===== src/rtl/core/crtm_pkg.sv =====
// Package with the beat types, constants and compare helpers of the counter reset table matcher.
`timescale 1ns / 1ps
package crtm_pkg;

  localparam int unsigned MaxEntriesDef = 64;
  localparam int unsigned NumCtrs       = 7;
  localparam int unsigned CtrW          = 64;
  localparam int unsigned IdxW          = 6;

  typedef enum logic [1:0] {
    CmdClear  = 2'd0,
    CmdAppend = 2'd1,
    CmdQuery  = 2'd2,
    CmdNone   = 2'd3
  } cmd_e;

  typedef enum logic [1:0] {
    StFound = 2'd0,
    StNew   = 2'd1,
    StRereg = 2'd2,
    StRsvd  = 2'd3
  } status_e;

  typedef struct packed {
    logic [1:0]      cmd;
    logic [63:0]     name_high;
    logic [63:0]     name_low;
    logic [63:0]     rx_pkts;
    logic [63:0]     tx_pkts;
    logic [63:0]     rx_octets;
    logic [63:0]     tx_octets;
    logic [63:0]     rx_comp;
    logic [63:0]     tx_comp;
    logic [63:0]     mcast;
    logic [IdxW-1:0] start_pos;
  } in_beat_t;

  typedef struct packed {
    logic [1:0]      status;
    logic [IdxW-1:0] match_index;
  } out_beat_t;

  // One table record as held in a cell.
  typedef struct packed {
    logic [63:0]              name_high;
    logic [63:0]              name_low;
    logic [NumCtrs-1:0][63:0] ctr;
  } rec_t;

  // String-like name compare: bytes matter up to the first zero byte of the current name.
  function automatic logic names_equal(input logic [127:0] cur, input logic [127:0] ref_n);
    logic eq;
    logic done;
    eq   = 1'b1;
    done = 1'b0;
    for (int i = 0; i < 16; i++) begin
      if (!done) begin
        if (cur[127-8*i -: 8] != ref_n[127-8*i -: 8]) begin
          eq   = 1'b0;
          done = 1'b1;
        end else if (cur[127-8*i -: 8] == 8'd0) begin
          done = 1'b1;
        end
      end
    end
    return eq;
  endfunction

endpackage


===== src/rtl/core/crtm_judge.sv =====
// Name match and counter decrease judgement for the record at the head of the chain.
`timescale 1ns / 1ps
module crtm_judge (
  input  crtm_pkg::rec_t cur_i,
  input  crtm_pkg::rec_t ref_i,
  output logic          match_o,
  output logic          rereg_o
);

  logic [crtm_pkg::NumCtrs-1:0] lt, gt;
  logic dec, ovf;
  logic [63:0] half_max;

  assign half_max = {1'b0, {63{1'b1}}};

  always_comb begin
    for (int k = 0; k < crtm_pkg::NumCtrs; k++) begin
      lt[k] = cur_i.ctr[k] < ref_i.ctr[k];
      gt[k] = cur_i.ctr[k] > ref_i.ctr[k];
    end
    dec = |lt;
    // Packet/octet wrap on rx or tx excuses a decrease.
    ovf = (lt[2] && gt[0] && (ref_i.ctr[2] > half_max)) ||
          (lt[3] && gt[1] && (ref_i.ctr[3] > half_max)) ||
          (lt[0] && gt[2] && (ref_i.ctr[0] > half_max)) ||
          (lt[1] && gt[3] && (ref_i.ctr[1] > half_max));
  end

  assign match_o = crtm_pkg::names_equal({cur_i.name_high, cur_i.name_low},
                                         {ref_i.name_high, ref_i.name_low});
  assign rereg_o = dec && !ovf;

endmodule

===== config.mk =====
export PLATFORM = sky130hd
export DESIGN_NAME = crtm_judge
export DESIGN_NICKNAME = d
export VERILOG_FILES = /design/src/rtl/core/crtm_pkg.sv /design/src/rtl/core/crtm_judge.sv
export SDC_FILE = /design/constraint.sdc
export NUM_CORES = 1
export LEC_CHECK = 0
export BUFFER_PORTS_ARGS = -buffer_cell sky130_fd_sc_hd__clkbuf_2
export CORE_AREA = 5 5 444 446
export DETAILED_ROUTE_END_ITERATION = 8
export DIE_AREA = 0 0 449 451
export SYNTH_ARGS = -nofsm -noshare
export SYNTH_HDL_FRONTEND = slang
export SYNTH_SLANG_ARGS = --single-unit

===== constraint.sdc =====
create_clock -name vclk -period 4.5
set_input_delay 0.45 -clock vclk [all_inputs]
set_output_delay 0.45 -clock vclk [all_outputs]
set_load 0.02 [all_outputs]

==> results.md <==
- The flow ran to the end, and the final reports show no timing, DRC or antenna violations.
- Measured along the y axis, the die boundary spans 451 µm.
- The worst-case IR drop observed on VDD is 0.0000403 V.
- The type of the worst setup path is input port to primary output.
- The first global-routing pass estimated 219000 µm of wire.
- The global-route congestion overflow total is 0.
- In the layout the commonest cells are sky130_fd_sc_hd__clkbuf_2, sky130_fd_sc_hd__inv_1, sky130_fd_sc_hd__ha_1.
- The worst max-slew margin expressed relative to the limit is 45.9%.
- Compared with the post-synthesis result, the final layout area differs by 71.0%.
- The type of element capturing the critical path is a primary output.
- The fraction of the mapped netlist area in adder cells is 42.5%.
- Sequential cells account for 0% of the total power.
- The leakage power of the design is 12.5 nW.
- The number of slew-limit violations in the final report is 0.
- The total global routing track utilization is 17.0%.
- After floorplanning, the core was sized to cover 192000 µm².
- After layout, the worst path uses 95.2% of the clock period.
- The cell-internal power is 864 µW.
- The final wirelength is 182000 µm.
- Summing the areas of all xor and xnor instances in the mapped netlist gives 8.55% of the synthesized area.
- Setup repair after global routing left no endpoint under its margin.
- In this run the power density over the cells is 84.2 nW/µm².
- The share of synthesized area occupied by flip-flops and latches is 0%.
- The synthesized netlist occupies a cell area of 13100 µm².
- When the netlist entered floorplanning its net count stood at 3434.
- The violation count after the first detailed-route iteration is 1755.
- The number of placed instances, taps included, is 5539.
- The synthesized-area fraction occupied by and/or/nand/nor cells is 16.8%.
- Summed over its instances, the top area cell type makes up 42.5% of the synthesized netlist area.
- The smallest clock period supported by the final layout is computed as 4290 ps.
- For this block, the via count after detailed routing is 19700.
- Once the floorplan was initialized, standard cells occupied 6.82% of the core.
- After synthesis, the largest family of logic cells by area is adder cells.
- Static timing analysis puts the maximum clock frequency at 233 MHz.
- The part of the power in the clock network is 0%.
- The switching power total is 1.02 mW.
- The number of antenna violations at the first check in global routing is 283.
- Once the clock tree was built, the setup fixing pass inserted 0 buffers.
- The footprint of the multi-input gates is 11400 µm².
- The sequential standard cell area is 0 µm².
- At the pin with the least slew margin, the transition time is 807 ps.
- The number of synthesis warnings is 0.
- The die is 449 µm wide.
- The number of max-cap violations is 0.
- The fill cell instance count of the final layout is 22800.
- The placed instances occupy a cell area of 22200 µm².
- Measured on the finished design, the core utilization comes to 11.7%.
- The count of pins on the block boundary is 1154.
- In the routed layout, each cell is associated on average with a via count of 3.52.
- In the final layout, the share of cells above drive strength 1 is 39.6%.
- The global placer's final weighted congestion is 1.06.
- The required arrival time at the worst endpoint is 4050 ps.
- There are 0 flip-flops and latches.
- The final-report hold violation count was 0.
- A synthesized cell averages 7.14 µm².
- The largest fanout on the critical path is 2.
- The number of clock buffer instances in the layout is 0.
- The number of input and output port buffers inserted is 1154.
- The finished cells cover 22400 µm².
- For this run, design rule violations remaining after detail routing come to 0.
- The switching part of the total is 54.2%.
- Counting every instance in the synthesized netlist gives 1837.
- The worst hold path belongs to the class input port to primary output.
- The floorplan has 161 rows.
- Sorting the synthesized cells by area gives the leading types as sky130_fd_sc_hd__ha_1, sky130_fd_sc_hd__inv_1, sky130_fd_sc_hd__xnor2_1.
- The count of nets left with antenna violations once routing finished came out at 0.
- The compound-cell area share of the yosys netlist is 18.9%.
- For this run, the post-layout net count is 4612.
- Leaving out fill and tap cells, the most frequent cell in the layout is sky130_fd_sc_hd__clkbuf_2.
- The detailed-routing iteration count for the pre-antenna-repair pass is 7.
- The overall die area is 202000 µm².
- The count of endpoints failing setup in the final report is 0.
- Of the post-synthesis cell area, the part taken by muxes is 0.162%.
- The final instance count without filler cells is 5605.
- Summed over all instances, the cell type with the most area after synthesis is sky130_fd_sc_hd__ha_1.
- The synthesized netlist contains 62 unique library cells.
- The number of global-route vias before repair is 18800.
- For this design, the CTS-stage hold fixing added 0 buffers.
- The routed length per placed instance is 32.5 µm.
- The maximum number of pins on one net before global-route repair is 5.
- The worst setup path is launched from an input port.
- The proportion of power drawn by combinational gates is 100.0%.
- The data arrival time of the critical path is 3840 ps.
- Detailed placement ended at an HPWL of 178000 µm.
[per-stage QoR]
step	setup TNS [ps]	power, mW	worst slack (ps)	hold slack, ps
2_1_floorplan	0	0.807	1350	1220
3_3_place_gp	-338	1.88	-338	1580
3_5_place_dp	-354	1.88	-354	1590
4_1_cts	0	1.89	0.631	1590
5_1_grt	0	2.09	43.2	1700
6_report	0	1.89	215	1590
[critical path, stage by stage]
cell and delay, ps:
sky130_fd_sc_hd__clkbuf_2 90, sky130_fd_sc_hd__inv_1 50, sky130_fd_sc_hd__ha_1 280, sky130_fd_sc_hd__o21a_1 180, sky130_fd_sc_hd__nor3_2 480, sky130_fd_sc_hd__nor4_1 120, sky130_fd_sc_hd__buf_4 160, sky130_fd_sc_hd__a2111oi_2 400
sky130_fd_sc_hd__nand3_1 190, sky130_fd_sc_hd__buf_4 180, sky130_fd_sc_hd__nor2_1 370, sky130_fd_sc_hd__nor4bb_2 100, sky130_fd_sc_hd__buf_4 150, sky130_fd_sc_hd__a211oi_2 420, sky130_fd_sc_hd__buf_12 180
[power groups by stage]
stage          registers (mW)  logic [mW]  clock network, mW
2_1_floorplan               0       0.807                  0
3_3_place_gp                0        1.88                  0
3_5_place_dp                0        1.88                  0
4_1_cts                     0        1.89                  0
5_1_grt                     0        2.09         0.00000102
6_report                    0        1.89         0.00000205
[cell type report]
type	instances	share of cell area [%]
antenna	66	0.737
multi-input combinational	1379	50.9
inverter	458	7.67
timing repair buffer	1176	26.6
tap	2526	14.1
[logic make-up (layout without fill, tap and decap cells)]
family	count (synthesis)	in the layout
and+or+nand+nor	416	416
other	0	66
buffers and inverters	458	1634
muxes	2	2
xor gates and xnor gates	128	128
adders and majority gates	445	445
AOI/OAI and AO/OA	388	388
[cell usage after synthesis, types with 13 or more instances]
master and n:
sky130_fd_sc_hd__a211oi_1 26, sky130_fd_sc_hd__a21o_1 39, sky130_fd_sc_hd__a21oi_1 126, sky130_fd_sc_hd__ha_1 445, sky130_fd_sc_hd__inv_1 458, sky130_fd_sc_hd__nand2_1 87, sky130_fd_sc_hd__nand3_1 44, sky130_fd_sc_hd__nand4_1 103
sky130_fd_sc_hd__nor2_1 61, sky130_fd_sc_hd__nor2b_1 13, sky130_fd_sc_hd__nor3_1 17, sky130_fd_sc_hd__nor4_1 61, sky130_fd_sc_hd__o211ai_1 18, sky130_fd_sc_hd__o21a_1 18, sky130_fd_sc_hd__o21ai_0 64, sky130_fd_sc_hd__o21ai_1 17
sky130_fd_sc_hd__xnor2_1 80, sky130_fd_sc_hd__xor2_1 48
[final timing paths]
check,from,end,slack (ps),cells past startpoint
setup / recovery,ref_i[245],rereg_o,210,15
hold / removal,ref_i[490],match_o,1590,7
[timing repair]
action                                  4_1_cts  5_1_grt
endpoints found under the hold margin         0        0
gates resized for setup                       2        0
endpoints found under the setup margin        1        0
[metal layers]
metal / part of all wire [%] / up-vias / global-route usage (%)
li1: - / 8942 / -
met1: 34 / 8852 / 17.3
met2: 53 / 1336 / 33.1
met3: 8.9 / 510 / 5.32
met4: 3.7 / 92 / 4.66
met5: 0.34 / - / 0
No activity file was read; power rests on OpenSTA's default activity.
