## src/rtl/core/crtm_pkg.sv

```systemverilog
// Package with the beat types, constants and compare helpers of the counter reset table matcher.
`timescale 1ns / 1ps
package crtm_pkg;

  localparam int unsigned MaxEntriesDef = 64;
  localparam int unsigned NumCtrs       = 7;
  localparam int unsigned CtrW          = 64;
  localparam int unsigned IdxW          = 6;

  typedef enum logic [1:0] {
    CmdClear  = 2'd0,
    CmdAppend = 2'd1,
    CmdQuery  = 2'd2,
    CmdNone   = 2'd3
  } cmd_e;

  typedef enum logic [1:0] {
    StFound = 2'd0,
    StNew   = 2'd1,
    StRereg = 2'd2,
    StRsvd  = 2'd3
  } status_e;

  typedef struct packed {
    logic [1:0]      cmd;
    logic [63:0]     name_high;
    logic [63:0]     name_low;
    logic [63:0]     rx_pkts;
    logic [63:0]     tx_pkts;
    logic [63:0]     rx_octets;
    logic [63:0]     tx_octets;
    logic [63:0]     rx_comp;
    logic [63:0]     tx_comp;
    logic [63:0]     mcast;
    logic [IdxW-1:0] start_pos;
  } in_beat_t;

  typedef struct packed {
    logic [1:0]      status;
    logic [IdxW-1:0] match_index;
  } out_beat_t;

  // One table record as held in a cell.
  typedef struct packed {
    logic [63:0]              name_high;
    logic [63:0]              name_low;
    logic [NumCtrs-1:0][63:0] ctr;
  } rec_t;

  // String-like name compare: bytes matter up to the first zero byte of the current name.
  function automatic logic names_equal(input logic [127:0] cur, input logic [127:0] ref_n);
    logic eq;
    logic done;
    eq   = 1'b1;
    done = 1'b0;
    for (int i = 0; i < 16; i++) begin
      if (!done) begin
        if (cur[127-8*i -: 8] != ref_n[127-8*i -: 8]) begin
          eq   = 1'b0;
          done = 1'b1;
        end else if (cur[127-8*i -: 8] == 8'd0) begin
          done = 1'b1;
        end
      end
    end
    return eq;
  endfunction

endpackage

```

## src/rtl/core/crtm_cell.sv

```systemverilog
// One table cell: holds a record and hands it to its neighbour while the ring rotates.
`timescale 1ns / 1ps
module crtm_cell (
  input  logic          clk_i,
  input  logic          wr_i,
  input  crtm_pkg::rec_t wr_rec_i,
  input  crtm_pkg::rec_t shift_i,
  input  logic          shift_en_i,
  output crtm_pkg::rec_t rec_o
);

  crtm_pkg::rec_t rec_q;

  // Appends land in the cell; during a query the chain rotates by one cell each cycle.
  always_ff @(posedge clk_i) begin
    if (wr_i) begin
      rec_q <= wr_rec_i;
    end else if (shift_en_i) begin
      rec_q <= shift_i;
    end
  end

  assign rec_o = rec_q;

endmodule

```

## config.mk

```make
export PLATFORM = sky130hd
export DESIGN_NAME = crtm_cell
export DESIGN_NICKNAME = d
export VERILOG_FILES = /design/src/rtl/core/crtm_pkg.sv /design/src/rtl/core/crtm_cell.sv
export SDC_FILE = /design/constraint.sdc
export NUM_CORES = 1
export LEC_CHECK = 0
export ABC_CLOCK_PERIOD_IN_PS = 10920
export BUFFER_PORTS_ARGS = -buffer_cell sky130_fd_sc_hd__buf_4
export CORE_AREA = 2 2 683 685
export DETAILED_ROUTE_END_ITERATION = 12
export DIE_AREA = 0 0 685 687
export SETUP_SLACK_MARGIN = 0.4
export SLEW_MARGIN = 20
export SYNTH_ARGS = -nofsm -noshare
export SYNTH_HDL_FRONTEND = slang
export SYNTH_SLANG_ARGS = --single-unit
```

## constraint.sdc

```tcl
create_clock -name clk_i -period 10.92 [get_ports clk_i]
set_clock_uncertainty 0.1 [all_clocks]
set_input_delay 0.546 -clock clk_i [delete_from_list [all_inputs] [get_ports clk_i]]
set_output_delay 0.546 -clock clk_i [all_outputs]
set_load 0.1 [all_outputs]
```

==> results of run 1 <==
## worst max-delay path by stage
stage               startpoint              endpoint  slack (ps)  cells past startpoint
global route              wr_i  rec_o[306]$_DFFE_PP_        6550                      7
floorplan                 wr_i    rec_o[0]$_DFFE_PP_        2320                      4
finish                    wr_i  rec_o[341]$_DFFE_PP_        6680                      7
CTS                       wr_i  rec_o[343]$_DFFE_PP_        6760                      7
detailed placement        wr_i  rec_o[343]$_DFFE_PP_        6400                      6
global placement          wr_i  rec_o[343]$_DFFE_PP_        6400                      6
## metrics by stage
stage / util / setup slack (ps) / cells / total power, W / instance area (um2)
2_1_floorplan: - / 2320 / 1217 / 0.00489 / 24500
3_3_place_gp: 0.0966 / 6400 / 9072 / 0.00596 / 44700
3_5_place_dp: 0.0966 / 6400 / 9072 / 0.00596 / 44700
4_1_cts: 0.127 / 6760 / 10400 / 0.00925 / 58800
5_1_grt: 0.127 / 6550 / 10400 / 0.00937 / 58900
6_report: 0.128 / 6680 / 10500 / 0.00910 / 59200
## layout make-up
class / count / area [um2] / area share
Timing Repair Buffer: 2894 / 24700 / 0.417
Sequential cell: 576 / 17300 / 0.292
Tap cell: 6174 / 7720 / 0.131
Multi-Input combinational cell: 577 / 6490 / 0.110
Clock buffer: 94 / 2160 / 0.0365
Clock inverter: 44 / 422 / 0.00712
Antenna cell: 158 / 395 / 0.00668
## cell families (layout without fill, tap and decap cells)
group / after synthesis / after routing
AND/OR/NAND/NOR: 1 / 1
multiplexers: 576 / 576
other: 0 / 158
buffers and inverters: 64 / 3032
flip-flops: 576 / 576
## cell usage after synthesis
cell,count,share of area
edfxtp_1,576,0.71
mux2_2,576,0.26
buf_6,60,0.028
buf_2,4,0.00082
or2_2,1,0.00026
## power by group
group          switching [W]  internal [W]
logic                0.00245       0.00104
registers           0.000108       0.00272
clock network        0.00119       0.00158
## layer usage
metal	wire, um	up-vias	GRT usage
li1	-	10900	-
met1	116000	13000	0.139
met2	153000	2194	0.223
met3	66800	942	0.124
met4	13800	278	0.0418
met5	1970	-	0
==> flow_metrics.py, run 1 <==
metrics = {
    "setup_path": {
        "path_max_fanout": 93,
        "crit_path_frequent_cell": "buf_4",
        "worstSetupStartpointType": "input port",
        "cpMaxStageDelayCell": "buf_4",
        "critPathArrivalTime_ps": 4680,
        "crit_type": "in -> reg",
        "path_cells": "buf_8, buf_4, buf_12, buf_4, buf_4, mux2_2, dlygate4sd3_1",
        "endpoint_kind": "flop",
        "crit_required_ps": 11350,
        "crit_buf_inv": 6,
        "critPathTopFamily": "buffers and inverters",
        "cpPeakStageDelay_ps": 800,
    },
    "min_path": {
        "hold-path-endpoint": "rec_o[190]$_DFFE_PP_",
        "min_path_type": "in -> reg",
        "min_from": "shift_i[190]",
        "whs_path_depth": 2,
    },
    "layout": {
        "largest_reg_flops": 576,
        "fin_nets": 5287,
        "final_cell_mix": "1739 x buf_4, 1148 x dlygate4sd3_1, 576 x mux2_2, 576 x edfxtp_1, 85 x clkbuf_16",
        "drive_gt1_frac": 0.583,
        "area_growth_pct": 142,
        "final_common_cell": "buf_4",
        "nFillCells": 52100,
    },
    "timing": {
        "period_share": 0.389,
        "timing.slew.headroom": 0.197,
        "tightest_slew_ps": 1200,
        "fin_crit_ps": 4240,
        "max_freq_mhz": 236,
        "slew_viol_final": 0,
        "rsz0062_at_grt": "false",
        "setup_viol": 0,
        "timing.final.hold_violations": 0,
        "tns_ps": 0,
        "fin_worst_hold_slack_ps": 66.0,
    },
    "global_route": {
        "grt_usage": 0.143,
        "overflow": 0,
        "antenna_found_initial": 473,
        "grt_max_degree": 134,
        "first_global_vias": 26600,
        "grt_pass1_wl_um": 405000,
    },
    "floorplanning": {
        "ios": 1731,
        "die_x_um": 685,
        "num_rows": 250,
        "core-area_um2": 463000,
        "start_util": 0.0529,
        "die_h_um": 687,
        "die-area_um2": 471000,
    },
    "cts": {
        "cts_made_buffers": 83,
        "clkSinkCount": 576,
        "cts_tree": "done",
        "post_cts_resized": 0,
        "cts_hold_buf": 1148,
        "clk_path_buf_depth": 4,
        "post_cts_buffers": 0,
        "cts_root_buf": "clkbuf_16",
        "clk_transition_reported_paths_ps": 50,
        "h-tree-depth": 3,
    },
    "yosys": {
        "synth_seq_area_share": 0.706,
        "syn_nets": 2372,
        "synth_top_family_by_area": "multiplexers",
        "synth_cells": 1217,
        "ys_warn_count": 0,
        "syn_area_um2": 24500,
        "synth_cell_types": 5,
        "synth-compound-area-share": 0,
        "synthAdderAreaFrac": 0,
        "synthMuxAreaShare": 0.265,
        "synth-xor-area-share": 0,
        "avgSynthCellArea_um2": 20.1,
        "synthSimpleGateAreaFrac": 0.000256,
        "ys_seq_elements": 576,
    },
    "route": {
        "drt_iter0_drc": 2011,
        "drt_first_pass_iters": 5,
        "routed_wl_um": 351000,
        "wire_per_inst_um": 33.4,
        "drc": 0,
        "ant_nets": 0,
        "vias_per_cell": 2.59,
        "num_vias": 27300,
    },
    "place": {
        "gp_congestion": 1.05,
        "port_buffers": 1730,
        "dp_hpwl_um": 314000,
    },
    "run_status": {
        "status": "complete, no violations",
    },
    "power": {
        "vdd_drop_max_uv": 108,
        "p_per_area_nw_per_um2": 154,
        "p_leak_nw": 22.6,
    },
    "job": {
        "drv_cap": 0,
    },
}
No activity file was read; power rests on OpenSTA's default activity.
==> run 2: changes to the inputs <==
- ABC_CLOCK_PERIOD_IN_PS: 10920 -> 4400
- clock period: 10.92 -> 4.4 ns (I/O delays scaled with it)
==> flow_metrics.py, run 2 (synthesized netlist as in run 1, its figures left out) <==
metrics = {
    "route": {
        "drt_iter0_drc": 2691,
        "drc": 0,
        "num_vias": 28000,
        "routed_wl_um": 363000,
        "vias_per_cell": 2.66,
        "drt_first_pass_iters": 5,
        "wire_per_inst_um": 34.5,
        "ant_nets": 0,
    },
    "setup_path": {
        "cpPeakStageDelay_ps": 580,
        "cpMaxStageDelayCell": "edfxtp_1",
        "path_cells": "buf_4",
        "critPathArrivalTime_ps": 1780,
        "critPathTopFamily": "flip-flops",
        "endpoint_kind": "primary output",
        "crit_buf_inv": 1,
        "path_max_fanout": 1,
        "crit_required_ps": 4080,
        "worstSetupStartpointType": "flop",
        "crit_type": "reg -> out",
    },
    "cts": {
        "post_cts_resized": 0,
        "clkSinkCount": 576,
        "cts_made_buffers": 80,
        "cts_tree": "done",
        "h-tree-depth": 3,
        "clk_transition_reported_paths_ps": 60,
        "post_cts_buffers": 0,
        "cts_root_buf": "clkbuf_16",
        "clk_path_buf_depth": 4,
    },
    "timing": {
        "tightest_slew_ps": 900,
        "timing.slew.headroom": 0.400,
        "max_freq_mhz": 476,
        "tns_ps": 0,
        "fin_crit_ps": 2100,
        "setup_viol": 0,
        "period_share": 0.478,
        "slew_viol_final": 0,
        "rsz0062_at_grt": "false",
        "timing.final.hold_violations": 0,
    },
    "global_route": {
        "first_global_vias": 26900,
        "grt_pass1_wl_um": 417000,
        "grt_usage": 0.148,
        "overflow": 0,
        "grt_max_degree": 116,
        "antenna_found_initial": 478,
    },
    "power": {
        "p_leak_nw": 22.7,
        "p_per_area_nw_per_um2": 381,
        "vdd_drop_max_uv": 395,
    },
    "floorplanning": {
        "start_util": 0.0529,
        "die_x_um": 685,
        "num_rows": 250,
        "ios": 1731,
        "die-area_um2": 471000,
        "core-area_um2": 463000,
        "die_h_um": 687,
    },
    "run_status": {
        "status": "complete, no violations",
    },
    "layout": {
        "fin_nets": 5293,
        "final_common_cell": "buf_4",
        "stdcell_count": 10500,
        "utilization": 0.128,
        "area_growth_pct": 142,
        "final_cell_mix": "1738 x buf_4, 1152 x dlygate4sd3_1, 576 x mux2_2, 576 x edfxtp_1, 80 x clkbuf_16",
        "drive_gt1_frac": 0.583,
        "nFillCells": 52100,
        "largest_reg_flops": 576,
    },
    "place": {
        "port_buffers": 1730,
        "dp_hpwl_um": 326000,
        "placed_cells": 9078,
        "gp_congestion": 0.991,
    },
    "job": {
        "drv_cap": 0,
    },
    "min_path": {
        "min_path_type": "in -> reg",
    },
}
run 2: cell count changes in the layout (fill, tap and decap cells not counted), moves of 3 or more:
cell,delta
inv_6,+5
clkbuf_16,-5
diode_2,-3
dlygate4sd3_1,+4
buf_12,+7
run 2: power by group:
group          switching [W]  leakage (nW)  total, W  internal, W
Combinational        0.00622          15.5   0.00883      0.00260
Sequential          0.000237          5.87   0.00699      0.00675
Clock                0.00295          1.25   0.00678      0.00383
Total                0.00941          22.7    0.0226       0.0132
run 2: routing by layer:
| layer | up-vias | GRT usage | part of all wire |
|---|---|---|---|
| li1 | 10900 | - | - |
| met1 | 13400 | 0.153 | 0.35 |
| met2 | 2444 | 0.231 | 0.44 |
| met3 | 1027 | 0.111 | 0.17 |
| met4 | 252 | 0.0462 | 0.042 |
| met5 | - | 0 | 0.0053 |
run 2: final cells by class:
cell class / instances / area [um2] / area share
flip-flops and latches: 576 / 17300 / 0.292
repair buffers: 2903 / 24800 / 0.419
diodes: 155 / 388 / 0.00654
clock buffers: 91 / 2040 / 0.0345
clock inverters: 49 / 528 / 0.00890
multi-input cells: 577 / 6490 / 0.110
well taps: 6174 / 7720 / 0.130
run 2: what timing repair did:
action                                  4_1_cts  5_1_grt
endpoints found under the setup margin        0        0
endpoints found under the hold margin       576        0
hold buffers                               1152        0
run 2: path summary, 6_finish.rpt:
check,startpoint,end,cells after the start
worst max-delay path,rec_o[50]$_DFFE_PP_,rec_o[50],1
worst min-delay path,shift_en_i,rec_o[37]$_DFFE_PP_,2
run 2: stage by stage:
| stage | cell area, um2 | hold slack (ps) | total power, W | worst slack (ps) |
|---|---|---|---|---|
| 2_1_floorplan | 24500 | 340 | 0.0121 | -939 |
| 3_3_place_gp | 44800 | 423 | 0.0149 | 1920 |
| 3_5_place_dp | 44800 | 425 | 0.0149 | 1870 |
| 4_1_cts | 58900 | 9.75 | 0.0229 | 2160 |
| 5_1_grt | 59100 | 66.6 | 0.0233 | 2190 |
| 6_report | 59300 | 128 | 0.0226 | 2300 |
==> run 3: changes to the inputs <==
- ABC_AREA: not set -> 1
- ABC_CLOCK_PERIOD_IN_PS: 4400 -> 1690
- CORE_AREA: 2 2 683 685 -> 2 2 676 678
- DIE_AREA: 0 0 685 687 -> 0 0 678 680
- clock period: 4.4 -> 1.69 ns (I/O delays scaled with it)
==> flow_metrics.py, run 3 <==
metrics = {
    "run_status": {
        "status": "finished, violations left",
        "violations": "setup timing",
    },
    "yosys": {
        "synth_top_area_frac": 0.708,
        "yosysMostFrequentCell": "nand2_1",
        "synthAdderAreaFrac": 0,
        "synth_cells": 2433,
        "synth_top_family_by_area": "simple AND/OR/NAND/NOR gates",
        "syn_area_um2": 24400,
        "synthMuxAreaShare": 0,
        "synth_area_leaders": "edfxtp_1 71%, nand2_1 27%, buf_2 2.4%",
        "synth_largest_area_cell": "edfxtp_1",
        "synth-async-reset-ratio": 0,
        "synth_cell_types": 7,
        "synth_commonest_cells": "1728 x nand2_1, 576 x edfxtp_1, 115 x buf_2",
        "synth_edf_count": 576,
        "ys.flop_type": "edfxtp_1",
        "synth_seq_area_share": 0.708,
        "synth-xor-area-share": 0,
        "avgSynthCellArea_um2": 10.0,
        "ys_warn_count": 0,
        "syn_nets": 3588,
        "synth-compound-area-share": 0,
        "synthSimpleGateAreaFrac": 0.266,
        "ys_seq_elements": 576,
    },
    "layout": {
        "drive_gt1_frac": 0.325,
        "final_common_cell": "dlygate4sd3_1",
        "multi_input_area_um2": 6490,
        "final_cell_mix": "1762 x dlygate4sd3_1, 1728 x nand2_1, 1247 x buf_4",
        "seqCellArea_um2": 17300,
        "stdcell_count": 12300,
        "fin_nets": 7155,
        "nFillCells": 50500,
        "largest_reg_flops": 576,
        "area_growth_pct": 184,
    },
    "setup_path": {
        "worstSetupStartpointType": "flop",
        "critPathArrivalTime_ps": 1660,
        "startpoint": "rec_o[256]$_DFFE_PP_",
        "cpMaxStageDelayCell": "edfxtp_1",
        "cp.depth": 1,
        "crit_buf_inv": 1,
        "crit_required_ps": 1510,
        "critPathTopFamily": "flip-flops",
        "cpPeakStageDelay_ps": 600,
        "path_cells": "buf_12",
        "path_max_fanout": 1,
        "crit_type": "reg -> out",
        "endpoint": "rec_o[256]",
        "endpoint_kind": "primary output",
    },
    "route": {
        "drc": 0,
        "num_vias": 36800,
        "wire_per_inst_um": 32.2,
        "drt_first_pass_iters": 5,
        "ant_nets": 0,
        "vias_per_cell": 3.00,
        "drt_iter0_drc": 2395,
        "routed_wl_um": 395000,
    },
    "job": {
        "drv_cap": 0,
    },
    "timing": {
        "slew_viol_final": 0,
        "fin_worst_hold_slack_ps": 1.51,
        "rsz0062_at_grt": "true",
        "setup_viol": 85,
        "setup_slack_ps": -154,
        "timing.slew.headroom": 0.550,
        "tightest_slew_ps": 672,
        "period_share": 1.09,
        "fin_crit_ps": 1840,
        "timing.final.hold_violations": 0,
        "max_freq_mhz": 542,
    },
    "floorplanning": {
        "ios": 1731,
        "die_h_um": 680,
        "start_util": 0.0538,
        "die_x_um": 678,
        "core-area_um2": 454000,
        "num_rows": 248,
        "die-area_um2": 461000,
    },
    "global_route": {
        "grt_max_degree": 75,
        "grt_pass1_wl_um": 471000,
        "antenna_found_initial": 535,
        "grtUsageMet1": 0.177,
        "overflow": 0,
        "grt_usage": 0.164,
        "first_global_vias": 36400,
        "use_met3": 0.0746,
        "grt_util_met2": 0.282,
        "grt-busiest-layer": "met2",
    },
    "cts": {
        "post_cts_buffers": 0,
        "clk_path_buf_depth": 4,
        "cts_tree": "done",
        "clkSinkCount": 576,
        "cts_made_buffers": 82,
        "h-tree-depth": 3,
        "clk_transition_reported_paths_ps": 60,
        "cts_root_buf": "clkbuf_16",
    },
    "place": {
        "placed_cells": 10200,
        "dpl_worst_slack_ps": -112,
        "gp_congestion": 1.01,
        "dp_hpwl_um": 347000,
        "port_buffers": 1730,
    },
    "min_path": {
        "min_path_type": "in -> reg",
        "whs_path_depth": 4,
    },
    "power": {
        "p_leak_nw": 29.7,
        "p_per_area_nw_per_um2": 912,
        "vdd_drop_max_uv": 809,
    },
}
[run 3: cell count changes after synthesis, sizes merged]
| cell | previous run | this run |
|---|---|---|
| mux2 | 576 | 0 |
| nand2 | 0 | 1728 |
| clkbuf | 0 | 3 |
| buf | 64 | 124 |
| inv | 0 | 1 |
[run 3: logic make-up (layout without fill, tap and decap cells)]
kind of cell  count (synthesis)  in the layout
flops                       576            576
buf+inv                     128           3753
simple gates               1729           1729
other cells                   0            213
[run 3: per-layer routing]
| metal | up-vias | part of all wire |
|---|---|---|
| met3 | 1246 | 0.11 |
| met4 | 304 | 0.050 |
| met5 | - | 0.0050 |
| met1 | 17400 | 0.36 |
| met2 | 2658 | 0.48 |
| li1 | 15300 | - |
[run 3: worst min path at each step]
| stage | start | endpoint |
|---|---|---|
| 2_1_floorplan | shift_i[0] | rec_o[0]$_DFFE_PP_ |
| 3_3_place_gp | shift_i[156] | rec_o[156]$_DFFE_PP_ |
| 3_5_place_dp | shift_i[120] | rec_o[120]$_DFFE_PP_ |
| 4_1_cts | shift_en_i | rec_o[23]$_DFFE_PP_ |
| 5_1_grt | shift_en_i | rec_o[322]$_DFFE_PP_ |
| 6_report | shift_en_i | rec_o[328]$_DFFE_PP_ |
[run 3: through the flow]
step / util / TNS [ps] / total power [W] / area [um2]
after floorplan: - / -1924630 / 0.0313 / 24500
final: 0.153 / -2750 / 0.0634 / 69600
after CTS: 0.152 / -39430 / 0.0642 / 68900
after detailed placement: 0.101 / -13470 / 0.0394 / 45800
after global routing: 0.153 / -11120 / 0.0653 / 69300
after global placement: 0.101 / -12470 / 0.0394 / 45800
[run 3: area by class of cell]
| type | instances | area share |
|---|---|---|
| Sequential cell | 576 | 0.249 |
| Clock inverter | 48 | 0.00723 |
| Inverter | 1 | 0.000162 |
| Timing Repair Buffer | 3610 | 0.504 |
| Antenna cell | 213 | 0.00766 |
| Clock buffer | 94 | 0.0305 |
| Tap cell | 6000 | 0.108 |
| Multi-Input combinational cell | 1729 | 0.0934 |
[run 3: power breakdown]
part | switching, W | leakage (nW) | total (W) | internal, W
logic | 0.0182 | 22.5 | 0.0268 | 0.00860
registers | 0.00116 | 5.93 | 0.0188 | 0.0176
clock network | 0.00775 | 1.27 | 0.0179 | 0.0101
[run 3: what timing repair did]
action	in CTS	in global routing
resized for setup	741	39
hold buffers	1762	2
hold endpoints to repair	620	7
endpoints found under the setup margin	576	921
